### config.mk
export PLATFORM = sky130hd
export DESIGN_NAME = rrps_front
export DESIGN_NICKNAME = d
export VERILOG_FILES = /design/src/hw/rtl/rrps_pkg.sv /design/src/hw/rtl/rrps_front.sv
export SDC_FILE = /design/constraint.sdc
export NUM_CORES = 1
export LEC_CHECK = 0
export ABC_AREA = 1
export CAP_MARGIN = 0
export CORE_UTILIZATION = 61
export CTS_BUF_LIST = sky130_fd_sc_hd__clkbuf_8 sky130_fd_sc_hd__clkbuf_16
export DETAILED_ROUTE_END_ITERATION = 8
export DONT_BUFFER_PORTS = 1
export PLACE_DENSITY = 0.77
export SYNTH_ARGS = -nofsm -noshare
export SYNTH_HDL_FRONTEND = slang
export SYNTH_SLANG_ARGS = --single-unit
### constraint.sdc
create_clock -name clk -period 5.2 [get_ports clk]
set_input_delay 0.52 -clock clk [delete_from_list [all_inputs] [get_ports clk]]
set_output_delay 0.52 -clock clk [all_outputs]
set_load 0.01 [all_outputs]
### src/hw/rtl/rrps_pkg.sv
// Shared types, constants and glyph ramp for the radial ripple pixel shader.
// Used by rrps_front, rrps_back and radial_ripple_pixel_shader_top.
package rrps_pkg;

  localparam int FRAC_BITS   = 8;
  localparam int MAX_DIM     = 1024;
  localparam int GLYPH_COUNT = 67;

  localparam int COORD_W = 10;
  localparam int DIM_W   = 11;
  localparam int POS_W   = 20;
  localparam int VEL_W   = 17;
  localparam int PH_W    = 16;
  localparam int STEP_W  = 16;
  localparam int GAIN_W  = 24;
  localparam int Q1_W    = 17;
  localparam int LIM_W   = DIM_W + FRAC_BITS;
  localparam int LVL_W   = 7;
  localparam int CHR_W   = 7;

  localparam int Q_DEPTH = 4;
  localparam int Q_AW    = $clog2(Q_DEPTH);

  // register indexes on the configuration port
  localparam logic [2:0] REG_FRAME_COLS  = 3'd0;
  localparam logic [2:0] REG_FRAME_ROWS  = 3'd1;
  localparam logic [2:0] REG_STEP_X      = 3'd2;
  localparam logic [2:0] REG_STEP_Y      = 3'd3;
  localparam logic [2:0] REG_PHASE_STEP  = 3'd4;
  localparam logic [2:0] REG_RADIAL_GAIN = 3'd5;
  localparam logic [2:0] REG_CONTRAST    = 3'd6;
  localparam logic [2:0] REG_BACKLIGHT   = 3'd7;

  // reset values
  localparam logic [DIM_W-1:0]  RST_FRAME_COLS  = 11'd80;
  localparam logic [DIM_W-1:0]  RST_FRAME_ROWS  = 11'd24;
  localparam logic [STEP_W-1:0] RST_STEP_X      = 16'd68;
  localparam logic [STEP_W-1:0] RST_STEP_Y      = 16'd61;
  localparam logic [PH_W-1:0]   RST_PHASE_STEP  = 16'd2782;
  localparam logic [GAIN_W-1:0] RST_RADIAL_GAIN = 24'd24887;
  localparam logic [Q1_W-1:0]   RST_CONTRAST    = 17'd13107;
  localparam logic [Q1_W-1:0]   RST_BACKLIGHT   = 17'd0;

  // sine polynomial coefficients, Q16
  localparam logic [16:0] SIN_A = 17'd102943;
  localparam logic [15:0] SIN_B = 16'd42047;
  localparam logic [12:0] SIN_C = 13'd4640;

  // ASCII codes of the 67-glyph ramp, darkest first
  localparam logic [CHR_W-1:0] GLYPH_ROM [GLYPH_COUNT] = '{
    7'd32,  7'd46,  7'd39,  7'd96,  7'd94,  7'd34,  7'd44,  7'd58,  7'd59,  7'd73,
    7'd108, 7'd33,  7'd105, 7'd62,  7'd60,  7'd126, 7'd43,  7'd63,  7'd93,  7'd91,
    7'd125, 7'd123, 7'd49,  7'd41,  7'd40,  7'd124, 7'd92,  7'd47,  7'd116, 7'd102,
    7'd106, 7'd114, 7'd120, 7'd110, 7'd117, 7'd118, 7'd99,  7'd122, 7'd88,  7'd89,
    7'd85,  7'd74,  7'd67,  7'd76,  7'd81,  7'd48,  7'd79,  7'd90,  7'd109, 7'd119,
    7'd113, 7'd112, 7'd100, 7'd98,  7'd107, 7'd104, 7'd97,  7'd111, 7'd35,  7'd77,
    7'd87,  7'd38,  7'd56,  7'd37,  7'd66,  7'd64,  7'd36
  };

  // configuration as seen by front and back
  typedef struct packed {
    logic [DIM_W-1:0]  frame_cols;
    logic [DIM_W-1:0]  frame_rows;
    logic [STEP_W-1:0] step_x;
    logic [STEP_W-1:0] step_y;
    logic              load_vx;
    logic              load_vy;
    logic [PH_W-1:0]   phase_step;
    logic [GAIN_W-1:0] radial_gain;
    logic [Q1_W-1:0]   contrast;
    logic [Q1_W-1:0]   backlight;
  } cfg_t;

  // one pixel request with the frame state it is shaded against
  typedef struct packed {
    logic [COORD_W-1:0]     row;
    logic [COORD_W-1:0]     col;
    logic signed [POS_W-1:0] cx;
    logic signed [POS_W-1:0] cy;
    logic [PH_W-1:0]        ph;
  } item_t;

  typedef struct packed {
    logic signed [POS_W-1:0] pos;
    logic signed [VEL_W-1:0] vel;
  } axis_t;

endpackage

### src/hw/rtl/rrps_front.sv
// Front end: accepts pixel requests, advances centre and phase on frame start,
// and queues each request with its frame state. Depends on rrps_pkg.
module rrps_front (
  input  logic                          clk,
  input  logic                          rst,
  input  rrps_pkg::cfg_t                cfg,
  input  logic                          push,
  output logic                          full,
  input  logic [rrps_pkg::COORD_W-1:0]  pixel_row,
  input  logic [rrps_pkg::COORD_W-1:0]  pixel_col,
  input  logic                          frame_start,
  output logic                          q_valid,
  output rrps_pkg::item_t               q_item,
  input  logic                          q_pop
);

  logic signed [rrps_pkg::POS_W-1:0] center_x, center_y;
  logic signed [rrps_pkg::VEL_W-1:0] velocity_x, velocity_y;
  logic [rrps_pkg::PH_W-1:0]         phase_turns;

  rrps_pkg::item_t                   qmem [rrps_pkg::Q_DEPTH];
  logic [rrps_pkg::Q_AW-1:0]         wptr, rptr;
  logic [rrps_pkg::Q_AW:0]           count;

  logic                              accept;
  rrps_pkg::axis_t                   ax_next, ay_next;
  logic [rrps_pkg::PH_W-1:0]         phase_next;
  rrps_pkg::item_t                   item_next;

  // clip a frame dimension and scale it to a bounce limit
  function automatic logic [rrps_pkg::LIM_W-1:0] dim_limit(
    input logic [rrps_pkg::DIM_W-1:0] dim
  );
    logic [rrps_pkg::DIM_W-1:0] d;
    d = (dim > rrps_pkg::DIM_W'(rrps_pkg::MAX_DIM)) ?
        rrps_pkg::DIM_W'(rrps_pkg::MAX_DIM) : dim;
    return {d, {rrps_pkg::FRAC_BITS{1'b0}}};
  endfunction

  // one axis move with bounce and saturation
  function automatic rrps_pkg::axis_t axis_step(
    input logic signed [rrps_pkg::POS_W-1:0] pos,
    input logic signed [rrps_pkg::VEL_W-1:0] vel,
    input logic [rrps_pkg::LIM_W-1:0]        lim
  );
    logic signed [rrps_pkg::POS_W:0] p;
    logic signed [rrps_pkg::POS_W:0] limx;
    logic signed [rrps_pkg::POS_W:0] velx;
    rrps_pkg::axis_t                 r;
    velx  = {{(rrps_pkg::POS_W+1-rrps_pkg::VEL_W){vel[rrps_pkg::VEL_W-1]}}, vel};
    limx  = {{(rrps_pkg::POS_W+1-rrps_pkg::LIM_W){1'b0}}, lim};
    p     = {pos[rrps_pkg::POS_W-1], pos} + velx;
    r.vel = vel;
    if (p < 0) begin
      p     = '0;
      r.vel = -vel;
    end else if (p >= limx) begin
      p     = limx - velx;
      r.vel = -vel;
    end
    if (p > $signed({2'b00, {(rrps_pkg::POS_W-1){1'b1}}})) begin
      p = {2'b00, {(rrps_pkg::POS_W-1){1'b1}}};
    end else if (p < $signed({2'b11, {(rrps_pkg::POS_W-1){1'b0}}})) begin
      p = {2'b11, {(rrps_pkg::POS_W-1){1'b0}}};
    end
    r.pos = p[rrps_pkg::POS_W-1:0];
    return r;
  endfunction

  // frame advance and request capture
  always_comb begin
    accept     = push && !full;
    phase_next = phase_turns - cfg.phase_step;
    ax_next    = axis_step(center_x, velocity_x, dim_limit(cfg.frame_cols));
    ay_next    = axis_step(center_y, velocity_y, dim_limit(cfg.frame_rows));
    item_next.row = pixel_row;
    item_next.col = pixel_col;
    if (frame_start) begin
      item_next.cx = ax_next.pos;
      item_next.cy = ay_next.pos;
      item_next.ph = phase_next;
    end else begin
      item_next.cx = center_x;
      item_next.cy = center_y;
      item_next.ph = phase_turns;
    end
  end

  // frame state
  always_ff @(posedge clk) begin
    if (rst) begin
      center_x    <= '0;
      center_y    <= '0;
      velocity_x  <= {1'b0, rrps_pkg::RST_STEP_X};
      velocity_y  <= {1'b0, rrps_pkg::RST_STEP_Y};
      phase_turns <= '0;
    end else begin
      if (accept && frame_start) begin
        center_x    <= ax_next.pos;
        center_y    <= ay_next.pos;
        velocity_x  <= ax_next.vel;
        velocity_y  <= ay_next.vel;
        phase_turns <= phase_next;
      end
      if (cfg.load_vx) velocity_x <= {1'b0, cfg.step_x};
      if (cfg.load_vy) velocity_y <= {1'b0, cfg.step_y};
    end
  end

  // request queue to the back end
  always_ff @(posedge clk) begin
    if (rst) begin
      wptr  <= '0;
      rptr  <= '0;
      count <= '0;
    end else begin
      if (accept) wptr <= wptr + 1'b1;
      if (q_pop && q_valid) rptr <= rptr + 1'b1;
      count <= count + {{rrps_pkg::Q_AW{1'b0}}, accept}
                     - {{rrps_pkg::Q_AW{1'b0}}, q_pop && q_valid};
    end
  end

  always_ff @(posedge clk) begin
    if (accept) qmem[wptr] <= item_next;
  end

  assign full    = (count == (rrps_pkg::Q_AW+1)'(rrps_pkg::Q_DEPTH));
  assign q_valid = (count != '0);
  assign q_item  = qmem[rptr];

endmodule

# == Word-level counts from Yosys, hierarchy flattened ==
# Memories as Yosys holds them, arrays and structs flattened. A register that Yosys moved wholly into a read port is not among the register bits.
# Cells that the tools add are included.
# word_totals
input_bits,155
mem_bits_rw,304
regBits,97
out_inout_bits,78
n_memories,1
wordCells,73
# classes
eq_ne,1
reduce_logical,17
order_cmp,10
mux,23
addsub,11
# mem_list
memory,depth,word_bits,read_ports,rd_clocked_by_memory_dff,write_ports,line,source
qmem,4,76,1,1,1,rrps_front.sv:21,rrps_pkg::item_t qmem [rrps_pkg::Q_DEPTH];
# ops
operator,n
$mux 21,4
$mux 20,4
$mux 17,4
$mux 16,4
$mux 56,1
$add 20x17->21,2
$ge 21x20->1,2
$gt 21x20->1 const B,2
$lt 21x1->1 const B,2
$lt 21x20->1 const B,2
$sub 20x17->21,2
$neg 17->17,2
$gt 11x11->1 const B,2
$mux 11,2
$sub 16x16->16,1
$reduce_bool 3->1,3
$reduce_and 2->1,4
$reduce_bool 2->1,4
$add 2x1->2 const B,2
$mux 2,2
$reduce_or 2->1,2
$add 3x1->3,1
$eq 3x3->1 const B,1
$logic_and 1x1->1,3
other kinds (3),4

# == Depth between registers and ports, before layout ==
# Gate-level depths: netlist (run 1).
# depth
word_depth,9
depth_mapped,33

# == Worst setup path before layout (run 1) ==
# OpenSTA, ideal clock, no wires.
# synth_timing
path_kind,register to register
startpoint,register count[1] in the netlist's numbering
endpoint,"memory qmem[0][0] in the netlist's numbering, enable pin"
path_buffers,0
t_arrival_ns,3.817
required_ns,4.689
path_slack_ns,0.872
stages_incl_launch_ff,4
path_cell_list,dfxtp_1 or2_2 o21ai_2 nor2_1
# synth_via
elab_chain_cells,5
# synth_rtl
element,line,source
from (decl),rrps_front.sv:23,logic [rrps_pkg::Q_AW:0] count;
from (signal assigned),rrps_front.sv:119,"count <= count + {{rrps_pkg::Q_AW{1'b0}}, accept}"
$eq 3x3->1,rrps_front.sv:128,assign full = (count == (rrps_pkg::Q_AW+1)'(rrps_pkg::Q_DEPTH));
$logic_not 1->1,rrps_front.sv:72,accept = push && !full;
$logic_and 1x1->1,rrps_front.sv:72,
$mux 1,rrps_front.sv:125,if (accept) qmem[wptr] <= item_next;
$mux 1 (implied by the code),rrps_front.sv:125,
to (decl),rrps_front.sv:21,
# Every way passes these cells.

==> results of run 1 <==
## what timing repair did
| action | 4_1_cts | 5_1_grt |
|---|---|---|
| gates resized for setup | 0 | 8 |
| hold endpoints to repair | 8 | 0 |
| setup endpoints to repair | 0 | 119 |
| hold buffers | 1 | 0 |
## worst max-delay path by stage
| stage | from | end | depth (start not counted) |
|---|---|---|---|
| after floorplan | count[1] | qmem[0][0] | 3 |
| after global placement | center_x[0] | qmem[3][48] | 32 |
| after detailed placement | center_x[0] | qmem[1][48] | 32 |
| after CTS | center_x[0] | qmem[3][48] | 32 |
| after global routing | center_x[0] | qmem[2][46] | 32 |
| final | center_y[0] | qmem[3][18] | 30 |
## final cells by class
class / instances / share of cell area
Clock buffer: 48 / 0.0460
Inverter: 276 / 0.0421
Clock inverter: 29 / 0.0126
Timing Repair Buffer: 27 / 0.00985
Sequential cell: 403 / 0.451
Multi-Input combinational cell: 1918 / 0.415
Tap cell: 468 / 0.0238
## sequential cells by signal, indices dropped and copies added (netlist names), named ones only
name / count
center_x: 20
center_y: 20
count: 3
phase_turns: 16
qmem: 304
rptr: 2
velocity_x: 17
velocity_y: 17
wptr: 2
## layer usage
metal	share of wire	track usage	vias up
li1	-	-	9145
met1	0.44	0.430	8738
met2	0.45	0.502	700
met3	0.082	0.0589	106
met4	0.029	0.109	0
met5	0	0	-
## power by group through the flow
stage	clock (W)	sequential [W]	combinational, W
after global placement	0	0.00447	0.00415
after detailed placement	0	0.00449	0.00427
after CTS	0.00311	0.00443	0.00430
final	0.00308	0.00444	0.00435
after floorplan	0	0.00441	0.00315
after global routing	0.00324	0.00447	0.00482
## placed cells by master (no fill, tap or decap), types with 9 or more instances in the layout
master and n:
nor4_1 9, o21bai_1 12, inv_2 12, a21oi_1 140, nand2_1 564, a31oi_1 12, dfxtp_1 97, nor2_1 305
edfxtp_1 304, xor2_1 59, clkbuf_16 42, nand3_1 156, o211ai_1 11, nand3b_1 11, o21ai_0 279, xnor2_1 16
nor3_1 23, buf_4 23, o22ai_1 76, o21a_1 30, ha_1 108, inv_1 265, nand4_1 32
## cells by family after synthesis
kind of cell / after synthesis / share of synthesized area
fa+ha+maj: 113 / 0.0634
compound gates: 592 / 0.144
simple gates: 1137 / 0.209
flops: 403 / 0.488
buf+inv: 388 / 0.0664
xor+xnor: 76 / 0.0300
## stage by stage
stage                     cells  area [um^2]
final                      3169        24600
after global routing       3169        24600
after CTS                  3169        24600
after detailed placement   3091        23200
after global placement     3091        23200
after floorplan            2709        22800
==> qor.yml, run 1 <==
synth_ff_type: "edfxtp_1"
drt_first_iter_violations: 1450
grt_first_pass_wirelength_um: 93600
io_pins: 233
cts_num_sinks: 403
core-area_um2: 36700
fin_tns_setup_ns: 0
cap_violations: 0
pwr-share-comb: 0.366
cts_setup_buffers: 0
tightest_slew_ns: 1.14
worst_skew_pair.late_latency_ns: 0.58
crit_family: "simple AND/OR/NAND/NOR gates"
seq_power_share: 0.374
status: "complete, no violations"
hpwl_um: 42300
r2r_cells: 30
grt_max_degree: 118
drtPass1Iterations: 5
final_nets: 2936
antenna_found_initial: 0
min_from: "rst"
yosysTopAreaCellShare: 0.401
rsz0062_at_grt: "no"
path_clk_slew_ns: 0.06
vias: 18700
grtUsageTotal: 0.314
crit_path_end_kind: "flop"
cpMostUsedCell: "nand2_1"
path_max_fanout: 11
switchingPower_w: 0.00464
rr_startpoint: "center_y[0]"
avgViaCountPerCell: 5.90
insertedDiodeCount: 0
p_total_w: 0.0119
min_to: "velocity_y[6]"
p_leak_nw: 10.6
finalCriticalPeriod_ns: 4.76
path_class: "reg -> reg"
hp-class: "in -> reg"
grt.overflow.total: 0
cts_tree: "done"
synthArstFlopShare: 0
slew_violations: 0
worst_ep_required_time_ns: 5.51
irDropWorstVdd_mv: 0.289
netlist_area_um2: 22800
yosys.area.top_type: "edfxtp_1"
r2r_slack_ns: 0.44
synth.top_cells.by_count: "564 x nand2_1, 310 x nor2_1, 304 x edfxtp_1"
finalHoldViolCount: 0
timing.rr.end: "qmem[3][18]"
final_antenna_net_count: 0
synth.avg_cell_area_um2: 8.41
worst_slack_ns: 0.442
yosysSeqAreaShare: 0.488
fin_util: 0.671
cpMaxStageDelayCell: "dfxtp_1"
ys_types: 48
portBuffers: 0
netlist_top_cells_area: "edfxtp_1 40%, nand2_1 9.3%, dfxtp_1 8.7%"
start_util: 0.621
maxSlewHeadroom: 0.238
post-route-period-util: 0.915
synth-seq-cells: 403
setup_viol: 0
synth-edff-count: 304
numCtsBuffers: 42
cp-start-kind: "flop"
ys_warn_count: 0
clockBufferDepth: 3
power_density_nw_per_um2: 481
dieHeight_um: 195
synth_nets: 2977
regArea_um2: 11100
h-tree-depth: 2
fillers: 2992
sw_frac_of_total: 0.391
slowest_delay_ns: 0.42
p_int_w: 0.00723
die_x_um: 195
wl_um: 60700
clock_skew_ns: 0.0233
clockRootBuffer: "clkbuf_16"
pre_cts_ws_ns: 0.279
grt_pass1_vias: 17700
multi_input_area_um2: 10200
yosysMostFrequentCell: "nand2_1"
place.gp.congestion: 0.934
drive_gt1_frac: 0.0541
crit_buf_inv: 7
dieArea_um2: 38100
route.detailed.drc: 0
arrival_ns: 5.07
fin_hold_ws_ns: 0.0253
rows: 70
hold_path_depth: 1
syn2layout_area_growth_pct: 8.14
clock_power_share: 0.260
routedWlPerCell_um: 19.2
syn_inst: 2709
timing.fmax_mhz: 210
Note: power is estimated with default switching activity, not from simulation.
==> run 2, diff against run 1 <==
- ABC_AREA: 1 -> 0
==> run 2 against run 1 <==
Compared with the run above: clock power decreased by 6.8%; largest power group is now combinational cells; critical path type unchanged; critical endpoint is now qmem[2][32]; final area shrank 0.98%; sequential power rose by 8.8%; die area shrank 4.9%; highest routed layer unchanged.
==> qor.yml, run 2 <==
rows: 68  # -2.9%
final_cell_mix: "304 x edfxtp_1, 148 x nand2_1, 128 x inv_1"
synthArstFlopShare: 0  # unchanged
fin_util: 0.703  # +0.0314
tightest_slew_ns: 0.946  # -0.196 ns
finalCriticalPeriod_ns: 5.17  # +0.414 ns
yosysMostFrequentCell: "edfxtp_1"
power_density_nw_per_um2: 625  # +30%
final_cell_area_um2: 24400  # -0.98%
syn_inst: 1817  # -33%
dieHeight_um: 190  # -2.5%
timing.rr.end: "qmem[2][32]"
cts_num_sinks: 403  # unchanged
yosysSeqAreaShare: 0.513  # +0.0256
rsz0062_at_grt: "yes"
hp-class: "in -> reg"
hpwl_um: 36200  # -15%
worst_skew_pair.late_latency_ns: 0.54  # -0.04 ns
start_util: 0.624  # +0.00270
worst_ep_required_time_ns: 5.58  # +0.07 ns
path_max_fanout: 8  # -3
cpMostUsedCell: "o31a_1"
place.gp.congestion: 0.940  # +0.64%
grt_max_degree: 80  # -32%
grt_first_pass_wirelength_um: 80300  # -14%
p_leak_nw: 9.00  # -15%
reg_top3: "qmem (304), center_x (20), center_y (20)"
drive_gt1_frac: 0.205  # +0.151
antenna_found_initial: 0  # unchanged
drt_first_iter_violations: 1131  # -22%
cts_tree: "done"
avgViaCountPerCell: 6.33  # +7.3%
yosys.area.top_type: "edfxtp_1"
worst_slack_ns: 0.0282  # -0.414 ns
synth.avg_cell_area_um2: 11.9  # +42%
synth_nets: 2085  # -30%
timing.fmax_mhz: 193  # -8.0%
slowest_delay_ns: 0.56  # +0.14 ns
r2r_slack_ns: 0.03  # -0.41 ns
min_from: "cfg[74]"
final_antenna_net_count: 0  # unchanged
vias: 15100  # -19%
ys_types: 108  # +130%
finalHoldViolCount: 0  # unchanged
r2r_cells: 23  # -23%
grtUsageTotal: 0.288  # -0.0260
final_common_cell: "edfxtp_1"
largest_register_ffs: 304  # unchanged
slew_violations: 0  # unchanged
synth-seq-cells: 403  # unchanged
post-route-period-util: 0.995  # +0.0796
netlist_area_um2: 21600  # -5.0%
cpMaxStageDelayCell: "or4_4"
worstPathCellList: "ha_4 -> inv_2 -> fa_2 -> nor2b_2 -> o31a_1 -> o31a_1 -> o31ai_4 -> and2_4 -> o311ai_4 -> o31a_1 -> xnor2_2 -> inv_1 -> ha_1 -> nand4_1 -> nor4_2 -> nand4b_1 -> nor3_2 -> o2111ai_2 -> and4bb_4 -> or2_4 -> or4_4 -> a21oi_2 -> o22a_1"
clockRootBuffer: "clkbuf_16"
route.detailed.drc: 0  # unchanged
post_dp_cell_area_um2: 22600  # -2.3%
grt.overflow.total: 0  # unchanged
final_nets: 2166  # -26%
synth.top_cells.by_count: "304 x edfxtp_1, 148 x nand2_1, 123 x a21oi_1"
setup_viol: 0  # unchanged
yosysTopAreaCellShare: 0.422  # +0.0211
ys_warn_count: 0  # unchanged
h-tree-depth: 2  # unchanged
path_clk_slew_ns: 0.06  # about the same
crit_path_end_kind: "flop"
grt_pass1_vias: 14500  # -18%
rr_startpoint: "center_y[0]"
clockBufferDepth: 3  # unchanged
min_to: "velocity_y[16]"
crit_family: "simple AND/OR/NAND/NOR gates"
cp-start-kind: "flop"
netlist_top_cells_area: "edfxtp_1 42%, dfxtp_1 9.2%, mux4_2 7.9%"
cap_violations: 0  # unchanged
synth-edff-count: 304  # unchanged
io_pins: 233  # unchanged
numCtsBuffers: 41  # -2.4%
fin_tns_setup_ns: 0  # unchanged
crit_buf_inv: 2  # -5
dieArea_um2: 36200  # -4.9%
regArea_um2: 11100  # about the same
hold_buffers: 0  # -1
wl_um: 53000  # -13%
portBuffers: 0  # unchanged
routedWlPerCell_um: 22.2  # +16%
status: "complete, no violations"
hold_path_depth: 1  # unchanged
die_x_um: 190  # -2.5%
core-area_um2: 34700  # -5.4%
arrival_ns: 5.55  # +0.48 ns
syn2layout_area_growth_pct: 12.7
irDropWorstVdd_mv: 0.420  # +46%
clock_skew_ns: 0.0137  # -0.00957 ns
pre_cts_ws_ns: -0.342  # -0.621 ns
top_register: "qmem"
path_class: "reg -> reg"
maxSlewHeadroom: 0.368  # +0.129
multi_input_area_um2: 10100  # -1.5%
drtPass1Iterations: 8  # +3
synth_ff_type: "edfxtp_1"
fillers: 2385  # -20%
insertedDiodeCount: 0  # unchanged
run 2: cell count changes after synthesis, moves of 22 or more:
cell,change
nand3_1,-130
a211oi_1,+29
o21ai_0,-216
nand4_1,-22
xor2_1,-32
inv_1,-142
nand2_1,-416
xnor2_1,+56
nor2_1,-192
o22ai_1,-60
mux4_2,+76
clkbuf_1,-44
run 2: through the flow:
step           hold WS (ns)  total power (W)  instances
6_report             0.0577           0.0153       2384
3_5_place_dp          0.469           0.0116       2298
2_1_floorplan         0.447          0.00947       1817
4_1_cts              0.0351           0.0147       2375
3_3_place_gp          0.454           0.0114       2298
5_1_grt              0.0432           0.0160       2384
run 2: layer usage:
layer  wire, um  global-route usage  vias up
met4       1090              0.0751        0
met2      25000               0.461      606
li1           -                   -     7010
met1      22600               0.408     7387
met5          0                   0        -
met3       4290              0.0490       82
run 2: where the power goes:
group          internal [W]  switching, W  total, W
Combinational       0.00329       0.00427   0.00756
Sequential          0.00444      0.000386   0.00483
Clock               0.00166       0.00121   0.00287
run 2: kinds of logic (layout without fill, tap and decap cells):
group | after synthesis | count (layout) | synth area share
xor+xnor | 100 | 100 | 0.0413
buf+inv | 196 | 306 | 0.0386
fa+ha+maj | 113 | 113 | 0.0667
simple gates | 465 | 467 | 0.107
flops | 403 | 403 | 0.513
mux | 104 | 104 | 0.0933
compound gates | 436 | 436 | 0.140
run 2: final cells by class:
cell class	instances	area share
flip-flops and latches	403	0.456
multi-input cells	1220	0.412
clock buffers	42	0.0426
repair buffers	109	0.0363
well taps	455	0.0233
inverters	123	0.0189
clock inverters	32	0.0109
run 2: worst max-delay path by stage:
stage	endpoint	from	slack (ns)	depth (start not counted)
floorplan	qmem[0][25]	velocity_y[0]	0.21	24
detailed placement	qmem[0][29]	center_y[0]	-0.34	25
CTS	qmem[0][41]	center_x[0]	0.004	20
global route	qmem[2][32]	center_y[0]	-0.12	23
global placement	qmem[0][29]	center_y[0]	-0.20	25
finish	qmem[2][32]	center_y[0]	0.03	23
run 2: repair_timing:
| action | 4_1_cts | 5_1_grt |
|---|---|---|
| endpoints found under the setup margin | 103 | 204 |
| buffers inserted | 2 | 7 |
| resized for setup | 23 | 56 |
| cloned | 1 | 2 |
| pin swaps | 7 | 7 |
